### src/rtl/atsu_pkg.sv
`timescale 1ns / 1ps
// ----------------------------------------------------------------------------
// atsu_pkg
// Shared constants, fixed-point formats and pipeline context for the
// arctangent series unit.
// ----------------------------------------------------------------------------
package atsu_pkg;

  localparam int SERIES_TERMS_DEF    = 12;
  localparam int INPUT_WIDTH_DEF     = 32;
  localparam int ANGLE_FRAC_BITS_DEF = 28;

  // internal Q2.61 format
  localparam int Q_FRAC = 61;
  localparam int QW     = 64;
  localparam int PW     = 2 * QW;
  localparam int QB     = Q_FRAC + 1;
  localparam int RECIP_SHIFT = Q_FRAC + 4;

  localparam logic signed [QW-1:0] PI_Q         = 64'sh6487ED5110B4611A;
  localparam logic signed [QW-1:0] HALF_PI_Q    = 64'sh3243F6A8885A308D;
  localparam logic signed [QW-1:0] QUARTER_PI_Q = 64'sh1921FB54442D1847;

  typedef struct packed {
    logic xzero;
    logic yzero;
    logic yneg;
    logic xneg;
    logic swap;
    logic big;
    logic flip;
  } ctx_t;

  typedef struct packed {
    logic                  v;
    ctx_t                  ctx;
    logic                  s;
    logic [QW-1:0]         x2;
    logic signed [QW-1:0]  sum;
  } ser_side_t;

endpackage

### src/rtl/atsu_div_cell.sv
`timescale 1ns / 1ps
// ----------------------------------------------------------------------------
// atsu_div_cell
// One restoring-division cell: produces one quotient bit of the ratio.
// ----------------------------------------------------------------------------
module atsu_div_cell
  import atsu_pkg::*;
#(
  parameter int DW    = INPUT_WIDTH_DEF + 1,
  parameter bit FIRST = 1'b0
) (
  input  logic          clk,
  input  logic          rst,
  input  logic          en,
  input  logic          v_in,
  input  ctx_t          ctx_in,
  input  logic [DW-1:0] d_in,
  input  logic [DW-1:0] r_in,
  input  logic [QB-1:0] q_in,
  output logic          v_out,
  output ctx_t          ctx_out,
  output logic [DW-1:0] d_out,
  output logic [DW-1:0] r_out,
  output logic [QB-1:0] q_out
);
  logic [DW:0] cand;
  logic        qbit;

  always_comb begin
    cand = FIRST ? {1'b0, r_in} : {r_in, 1'b0};
    qbit = cand >= {1'b0, d_in};
  end

  always_ff @(posedge clk) begin
    if (rst) begin
      v_out <= 1'b0;
    end else if (en) begin
      v_out <= v_in;
    end
    if (en) begin
      ctx_out <= ctx_in;
      d_out   <= d_in;
      r_out   <= DW'(qbit ? cand - {1'b0, d_in} : cand);
      q_out   <= {q_in[QB-2:0], qbit};
    end
  end
endmodule

### config.mk
export PLATFORM = sky130hd
export DESIGN_NAME = atsu_div_cell
export DESIGN_NICKNAME = d
export VERILOG_FILES = /design/src/rtl/atsu_pkg.sv /design/src/rtl/atsu_div_cell.sv
export SDC_FILE = /design/constraint.sdc
export NUM_CORES = 1
export LEC_CHECK = 0
export BUFFER_PORTS_ARGS = -buffer_cell sky130_fd_sc_hd__buf_4
export CORE_MARGIN = 8
export CORE_UTILIZATION = 50
export DETAILED_ROUTE_END_ITERATION = 10
export MAX_ROUTING_LAYER = met4
export PLACE_DENSITY = 0.83
export SYNTH_ARGS = -nofsm -noshare
export SYNTH_HDL_FRONTEND = slang
export SYNTH_SLANG_ARGS = --single-unit
### constraint.sdc
create_clock -name clk -period 7.68 [get_ports clk]
set_clock_uncertainty 0.1 [all_clocks]
set_input_delay 1.152 -clock clk [delete_from_list [all_inputs] [get_ports clk]]
set_output_delay 1.152 -clock clk [all_outputs]
set_load 0.005 [all_outputs]
==> metrics.csv, run 1 <==
stage,metric,value,unit
global_routing,grt_usage,24.1,%
layout,finalNonFillerCells,954,
timing,hold_ws,0.398,ns
outcome,status,finished clean,
die,die_h,132,um
clock_network,clk_latency,0.41,ns
critical_path,worstSetupEndpointType,flop,
critical_path,cp-startpoint,d_in[0],
place,placed_area,8870,um2
clock_network,htreeDepth,4,
place,place.gp.congestion,0.855,
detailed_routing,detail-route-antenna-nets,0,
detailed_routing,drt_iter0_drc,395,
die,coreArea,13100,um2
clock_network,cts_setup_buffers,0,
timing,fmax,242,MHz
clock_network,cts.path.max_buffers,2,
synth,async_flop_share,0,%
synth,synth_ff_type,edfxtp_1,
global_routing,grt_pass1_wl,31100,um
clock_network,cts_num_sinks,136,
synth,yosysSeqAreaShare,60.8,%
place,hpwl,15900,um
critical_path,critPathLaunchType,primary input,
timing,rsz0062_at_grt,false,
power,ir_drop,0.000128,V
layout,final_nets,938,
clock_network,cts_tree,yes,
detailed_routing,vias,5096,
timing,finalSetupViolCount,0,
detailed_routing,routed_wl,20600,um
critical_path,criticalPathCategory,in -> reg,
synth,ys_ff_latch,136,
timing,final_max_slew_viol_count,0,
global_routing,grt_overflow_total,0,
die,die_width,132,um
clock_network,cts_root_buf,clkbuf_16,
min_path,whs_path_depth,2,
synth,syn_avg_cell_area,13.8,um2
layout,drive_above_1_share,44.3,%
critical_path,crit_fanout,30,
die,dieArea,17300,um2
synth,synth_largest_area_cell,edfxtp_1,
place,numPlacedInstances,922,
synth,yosys_warnings,0,
layout,fill_cells,902,
timing,final_hold_viol_count,0,
synth,synthesis.nets,658,
critical_path,critical_path_arrival,4.18,ns
power,total_power,2.19,mW
clock_network,path_clk_slew,0.06,ns
run,max_cap_viol_count,0,
detailed_routing,dr.pass1.iters,5,
global_routing,grt_pass1_vias,5197,
power,power_density,232,nW/um2
timing,fin_setup_tns,0,ns
timing,post-route-min-period,4.12,ns
die,ios,275,
layout,final_cell_area,9440,um2
die,start_util,51.0,%
global_routing,grt_max_degree,79,
critical_path,ff2ff_path_depth,2,
place,portBuffers,273,
synth,synth.distinct_cells,59,
synth,synth_area,6700,um2
clock_network,postCtsHoldBufs,0,
global_routing,antenna_found_initial,0,
die,rows,42,
power,leakagePower,4.24,nW
timing,fin_crit_sh,53.7,%
detailed_routing,via_per_inst,5.34,
layout,n_antenna_cell,0,
detailed_routing,drc,0,
detailed_routing,wire_per_inst,21.6,um
synth,synth_edf_count,135,
synth,synthCells,485,
critical_path,required,7.74,ns
synth,yosysTopAreaCellShare,60.5,%
critical_path,worstReg2RegStart,v_out,
clock_network,cts-buffers-inserted,17,
min_path,hp-start,v_out,
layout,fin_util,71.9,%
synth,synth_area_leaders,"edfxtp_1 (61%), mux2_4 (6.5%), ha_1 (6.2%)",
min_path,hp-class,reg -> reg,
timing,tightest_slew,0.971,ns
place,dp_slack,3.13,ns
clock_network,cts_resized,0,
timing,relSlewSlack,35.3,%
layout,area_growth,41.1,%
timing,layout_setup_ws,3.56,ns
==> final cells by class <==
type | count | area [um2] | share of cell area (%)
Timing Repair Buffer | 274 | 2060 | 21.8
Tap cell | 176 | 220 | 2.33
Clock buffer | 18 | 429 | 4.54
Multi-Input combinational cell | 296 | 2360 | 24.9
Clock inverter | 14 | 149 | 1.58
Sequential cell | 136 | 4070 | 43.1
Inverter | 40 | 155 | 1.64
==> cells by family after synthesis <==
kind of cell	synth area share, %
AOI/OAI and AO/OA	10.5
xor gates and xnor gates	3.53
adders and majority gates	6.47
buffers and inverters	3.96
DFF	60.8
muxes	6.95
and+or+nand+nor	7.72
==> per-layer routing <==
layer / part of all wire, % / vias up / wire, um / global-route usage [%]
met5: 0 / - / 0 / -
met4: 0.84 / 0 / 173 / 6.13
met3: 6.9 / 18 / 1430 / 6.14
met2: 54 / 240 / 11100 / 43.6
met1: 38 / 2450 / 7860 / 25.7
li1: - / 2388 / - / -
==> report_power, final <==
group	internal [mW]	switching, mW	leakage (nW)	total, mW
clock network	0.479	0.315	0.275	0.794
logic	0.253	0.211	2.63	0.464
registers	0.908	0.0225	1.33	0.930
==> cells in the final DEF, fill, tap and decap left out, types with 3 or more instances in the layout <==
cell type   instances
nand2b_1            8
or2_2               4
edfxtp_1          135
inv_1              38
mux2_4             29
clkinvlp_4          3
and3_1              5
o21ai_0            18
nor2b_1             5
o31ai_1             4
xnor2_1            17
nor3_1              5
nand3_1             9
nand2_1            19
clkinv_4            4
nand4_1             7
a211o_1             3
a31oi_1             7
buf_4             273
mux2i_1             3
nor2_1             24
a21o_1             19
o21a_1              5
ha_1               33
clkbuf_16          17
xor2_1             10
a21oi_1            27
inv_6               3
==> registers in the layout (all words and copies together), names as in the netlist <==
name / count
ctx_out: 7
d_out: 33
q_out: 62
r_out: 33
v_out: 1
==> worst max-delay path, stage by stage <==
cell	delay, ns
buf_4	0.13
fa_1	0.46
nand2b_1	0.20
a211oi_2	0.26
nor4b_1	0.10
o21ba_4	0.26
a211oi_4	0.28
nor3_2	0.10
or3_1	0.50
clkinv_4	0.35
mux2_4	0.34
==> final timing paths <==
kind | endpoint | slack [ns]
worst max-delay path | r_out[22] | 3.56
worst min-delay path | v_out | 0.40
worst max register to register | v_out | 7.00
worst min register to register | v_out | 0.40
==> synth_stat cells (all sizes together), types with 5 or more instances <==
| master | count |
|---|---|
| nand2 | 19 |
| edfxtp | 135 |
| buf | 8 |
| a21o | 19 |
| and3 | 5 |
| ha | 33 |
| nor2b | 5 |
| nand3 | 9 |
| inv | 39 |
| mux2 | 29 |
| nand4 | 7 |
| xnor2 | 17 |
| clkbuf | 5 |
| a31oi | 7 |
| nor3 | 6 |
| nand2b | 8 |
| xor2 | 10 |
| a21oi | 27 |
| nor2 | 24 |
| o21ai | 19 |
| o21a | 5 |
Power figures use the tool's default switching activity.
==> run 2, diff against run 1 <==
Settings changed: CORE_UTILIZATION 50 to 49, PLACE_DENSITY 0.83 to 0.81.
Clock period 7.68 ns to 4.2 ns, I/O delays scaled along.
==> metrics.csv, run 2 (synthesis results as in run 1) <==
stage,metric,value,unit
detailed_routing,routed_wl,20900,um
global_routing,grt_usage,23.7,%
critical_path,critical_path_arrival,3.62,ns
critical_path,worstReg2RegStart,v_out,
critical_path,criticalPathCategory,in -> reg,
timing,fmax,280,MHz
clock_network,cts-buffers-inserted,17,
critical_path,crit_fanout,30,
min_path,hp-class,in -> reg,
die,die_width,133,um
layout,final_common_cell,buf_4,
clock_network,htreeDepth,4,
timing,hold_ws,0.277,ns
critical_path,r2r_setup_slack,3.50,ns
die,coreArea,13300,um2
clock_network,cts.path.max_buffers,2,
critical_path,critPathLaunchType,primary input,
global_routing,grt_pass1_wl,31200,um
timing,post-route-min-period,3.57,ns
detailed_routing,detail-route-antenna-nets,0,
die,die_h,133,um
critical_path,r2r_end,v_out,
layout,n_antenna_cell,0,
min_path,worstHoldEndpoint,v_out,
power,power_density,417,nW/um2
critical_path,cpPeakStageDelay,0.49,ns
layout,drive_above_1_share,44.3,%
min_path,whs_path_depth,2,
place,place.gp.congestion,0.898,
clock_network,cts_setup_buffers,0,
run,max_cap_viol_count,0,
global_routing,grt_overflow_total,0,
timing,fin_setup_tns,0,ns
layout,final_nets,943,
critical_path,crit_path_cell_trace,"buf_4, fa_1, nand2b_1, a211oi_2, nor4b_1, o21ba_4, a211oi_4, nor3_2, or3_1, clkinv_4, mux2_4",
timing,final_max_slew_viol_count,0,
layout,area_growth,41.1,%
detailed_routing,wire_per_inst,21.7,um
place,portBuffers,273,
global_routing,grt_max_degree,85,
place,placed_area,8900,um2
power,ir_drop,0.000256,V
die,start_util,50.4,%
place,hpwl,16400,um
critical_path,slowest_stage,or3_1,
clock_network,clk_latency,0.41,ns
detailed_routing,drc,0,
layout,final_cell_mix,"buf_4 (278), edfxtp_1 (135), inv_1 (38)",
critical_path,ff2ff_path_depth,2,
detailed_routing,vias,5207,
die,ios,275,
timing,relSlewSlack,46.5,%
global_routing,antenna_found_initial,0,
outcome,status,finished clean,
clock_network,cts_tree,yes,
detailed_routing,drt_iter0_drc,374,
layout,reg_top3,"q_out x62, d_out x33, r_out x33",
detailed_routing,via_per_inst,5.43,
clock_network,cts_root_buf,clkbuf_16,
timing,fin_crit_sh,84.9,%
min_path,hp-start,rst,
timing,rsz0062_at_grt,false,
timing,final_hold_viol_count,0,
global_routing,grt_pass1_vias,5240,
critical_path,required,4.26,ns
timing,tightest_slew,0.803,ns
clock_network,path_clk_slew,0.06,ns
critical_path,worstSetupEndpointType,flop,
clock_network,postCtsHoldBufs,0,
power,leakagePower,4.25,nW
clock_network,cts_num_sinks,136,
detailed_routing,dr.pass1.iters,5,
layout,final_cell_area,9440,um2
die,dieArea,17700,um2
power,total_power,3.94,mW
layout,regMostFlops,q_out,
clock_network,cts_resized,0,
timing,finalSetupViolCount,0,
layout,largest_reg_flops,62,
die,rows,42,
==> run 2: how the worst max path moves through the flow <==
stage	from	endpoint	slack (ns)
2_1_floorplan	d_in[0]	r_out[10]	0.77
3_3_place_gp	d_in[0]	r_out[19]	0.26
3_5_place_dp	d_in[0]	r_out[21]	0.21
4_1_cts	d_in[0]	r_out[21]	0.63
5_1_grt	d_in[0]	r_out[21]	0.49
6_report	d_in[0]	r_out[21]	0.63
==> run 2: critical path, delay by kind of cell <==
kind | cells | cell delay (ns)
and+or+nand+nor | 4 | 0.89
AOI/OAI and AO/OA | 3 | 0.79
buffers and inverters | 2 | 0.47
adders and majority gates | 1 | 0.45
muxes | 1 | 0.34
==> run 2: area by class of cell <==
| cell class | count | area (um2) |
|---|---|---|
| Fill cell | 929 | 3850 |
| Multi-Input combinational cell | 296 | 2360 |
| Clock inverter | 12 | 104 |
| Timing Repair Buffer | 279 | 2100 |
| Clock buffer | 20 | 437 |
| Inverter | 40 | 155 |
| Tap cell | 176 | 220 |
| Sequential cell | 136 | 4070 |
==> run 2: metrics by stage <==
stage,worst slack [ns],instances,utilization (%)
after floorplan,0.771,485,-
after global placement,0.262,927,67.0
after detailed placement,0.211,927,67.0
after CTS,0.633,959,71.0
after global routing,0.491,959,71.0
final,0.633,959,71.0
==> run 2: layer usage <==
layer	share of wire [%]	GRT usage [%]	routed length (um)	vias to the layer above
met5	0	-	0	-
met4	1.5	6.50	313	0
met3	7.9	6.59	1640	32
met2	52	41.4	10800	278
met1	39	25.9	8080	2499
li1	-	-	-	2398
==> run 2: power by group <==
part / switching (mW) / internal (mW) / leakage, nW / total [mW]
clock: 0.568 / 0.811 / 0.263 / 1.38
sequential: 0.0417 / 1.66 / 1.33 / 1.70
combinational: 0.389 / 0.469 / 2.66 / 0.859
total: 0.999 / 2.94 / 4.25 / 3.94
==> run 3, diff against run 2 <==
Settings changed: CORE_UTILIZATION 49 to 44, PLACE_DENSITY 0.81 to 0.77.
Clock period 4.2 ns to 3 ns, I/O delays scaled along.
==> metrics.csv, run 3 (synthesis results as in run 1) <==
stage,metric,value,unit
die,ios,275,
critical_path,critPathLaunchType,primary input,
global_routing,grtUsageMet3,6.94,%
detailed_routing,detail-route-antenna-nets,0,
place,hpwl,17300,um
layout,final_cell_mix,"buf_4 (366), edfxtp_1 (135), inv_1 (38)",
global_routing,grt_use_met2,39.9,%
detailed_routing,drt_iter0_drc,295,
critical_path,criticalPathCategory,in -> reg,
critical_path,cpPeakStageDelay,0.52,ns
critical_path,required,3.07,ns
layout,reg_top3,"q_out x62, d_out x33, r_out x33",
die,coreArea,15000,um2
place,place.gp.congestion,0.930,
detailed_routing,wire_per_inst,20.8,um
outcome,status,finished clean,
clock_network,clk_latency,0.42,ns
detailed_routing,drc,0,
timing,final_max_slew_viol_count,0,
global_routing,grt_overflow_total,0,
timing,finalSetupViolCount,0,
global_routing,antenna_found_initial,0,
layout,fin_util,69.3,%
timing,fin_crit_sh,97.6,%
critical_path,cp_num_buf_inv,4,
layout,largest_reg_flops,62,
critical_path,critical_path_arrival,3.00,ns
power,pwr-share-seq,40.2,%
layout,regMostFlops,q_out,
die,dieArea,19400,um2
global_routing,grt_usage,22.8,%
clock_network,cts.path.max_buffers,2,
critical_path,crit_path_cell_trace,"buf_4, inv_1, ha_4, nand4_1, buf_4, a211oi_4, nor4b_2, o21ba_4, a211oi_4, nor3_2, or3_4, inv_8, mux2_4",
timing,layout_setup_ws,0.0719,ns
layout,drive_above_1_share,52.7,%
global_routing,grt_use_met1,24.5,%
power,swShare,26.2,%
critical_path,crit_fanout,7,
detailed_routing,dr.pass1.iters,5,
clock_network,postCtsHoldBufs,0,
power,intPower,4.37,mW
clock_network,htreeDepth,4,
timing,relSlewSlack,65.2,%
power,total_power,5.92,mW
detailed_routing,via_per_inst,5.16,
die,die_h,139,um
global_routing,grt-busiest-layer,met2,
global_routing,grt_pass1_wl,33100,um
critical_path,path_delay_family,simple AND/OR/NAND/NOR gates,
place,placed_area,9620,um2
global_routing,grt_max_degree,60,
timing,fmax,342,MHz
critical_path,worstSetupEndpointType,flop,
detailed_routing,vias,5489,
power,leakagePower,4.76,nW
layout,final_common_cell,buf_4,
layout,area_growth,55.5,%
timing,post-route-min-period,2.93,ns
detailed_routing,routed_wl,22100,um
power,power.net_switching,1.55,mW
clock_network,path_clk_slew,0.07,ns
power,comb_power_share,24.0,%
run,max_cap_viol_count,0,
clock_network,cts-buffers-inserted,17,
place,dp_slack,-0.480,ns
power,pwr-share-clk,35.8,%
layout,n_antenna_cell,0,
timing,hold_ws,0.0790,ns
min_path,hp-class,in -> reg,
layout,final_cell_area,10400,um2
layout,final_nets,1036,
die,die_width,139,um
die,rows,45,
die,start_util,44.5,%
clock_network,cts_tree,yes,
power,ir_drop,0.000359,V
critical_path,slowest_stage,or3_4,
power,power_density,569,nW/um2
global_routing,grt_pass1_vias,5661,
timing,final_hold_viol_count,0,
clock_network,cts_root_buf,clkbuf_16,
clock_network,cts_num_sinks,136,
place,portBuffers,273,
timing,tightest_slew,0.521,ns
-- run 3: timing repair --
action,in CTS,in global routing
pin swaps,0,10
cloned,1,2
setup endpoints to repair,29,31
buffers inserted,0,2
resized for setup,1,27
-- run 3: worst paths after layout --
kind,endpoint,from,cells after the start,slack (ns)
setup reg to reg,v_out,v_out,2,2.32
setup / recovery,r_out[26],d_in[6],13,0.07
hold / removal,v_out,rst,2,0.08
hold reg to reg,v_out,v_out,2,0.41
-- run 3: power groups by stage --
| stage | logic, mW | registers (mW) | clock network [mW] |
|---|---|---|---|
| after CTS | 1.38 | 2.38 | 2.16 |
| after detailed placement | 1.36 | 2.42 | 0 |
| final | 1.42 | 2.38 | 2.12 |
| after global placement | 1.34 | 2.41 | 0 |
| after floorplan | 0.579 | 2.44 | 0 |
| after global routing | 1.53 | 2.40 | 2.23 |
-- run 3: layer usage --
metal	up-vias	part of all wire, %
met5	-	0
met4	0	0.95
met2	220	53
met1	2662	39
li1	2582	-
met3	25	7.3
-- run 3: through the flow --
stage | setup TNS (ns) | instances
after floorplan | -4.64 | 485
after global placement | -11.90 | 1027
after detailed placement | -14.73 | 1027
after CTS | 0 | 1060
after global routing | -0.0585 | 1064
final | 0 | 1064
-- run 3: layout make-up --
class                      instances  area [um2]
fill                            1107        4620
sequential                       136        4070
timing repair buffer             369        2790
multi-input combinational        296        2510
clock buffer                      17         425
tap                              188         235
clock inverter                    15         168
inverter                          40         163
timing repair inverter             3        43.8
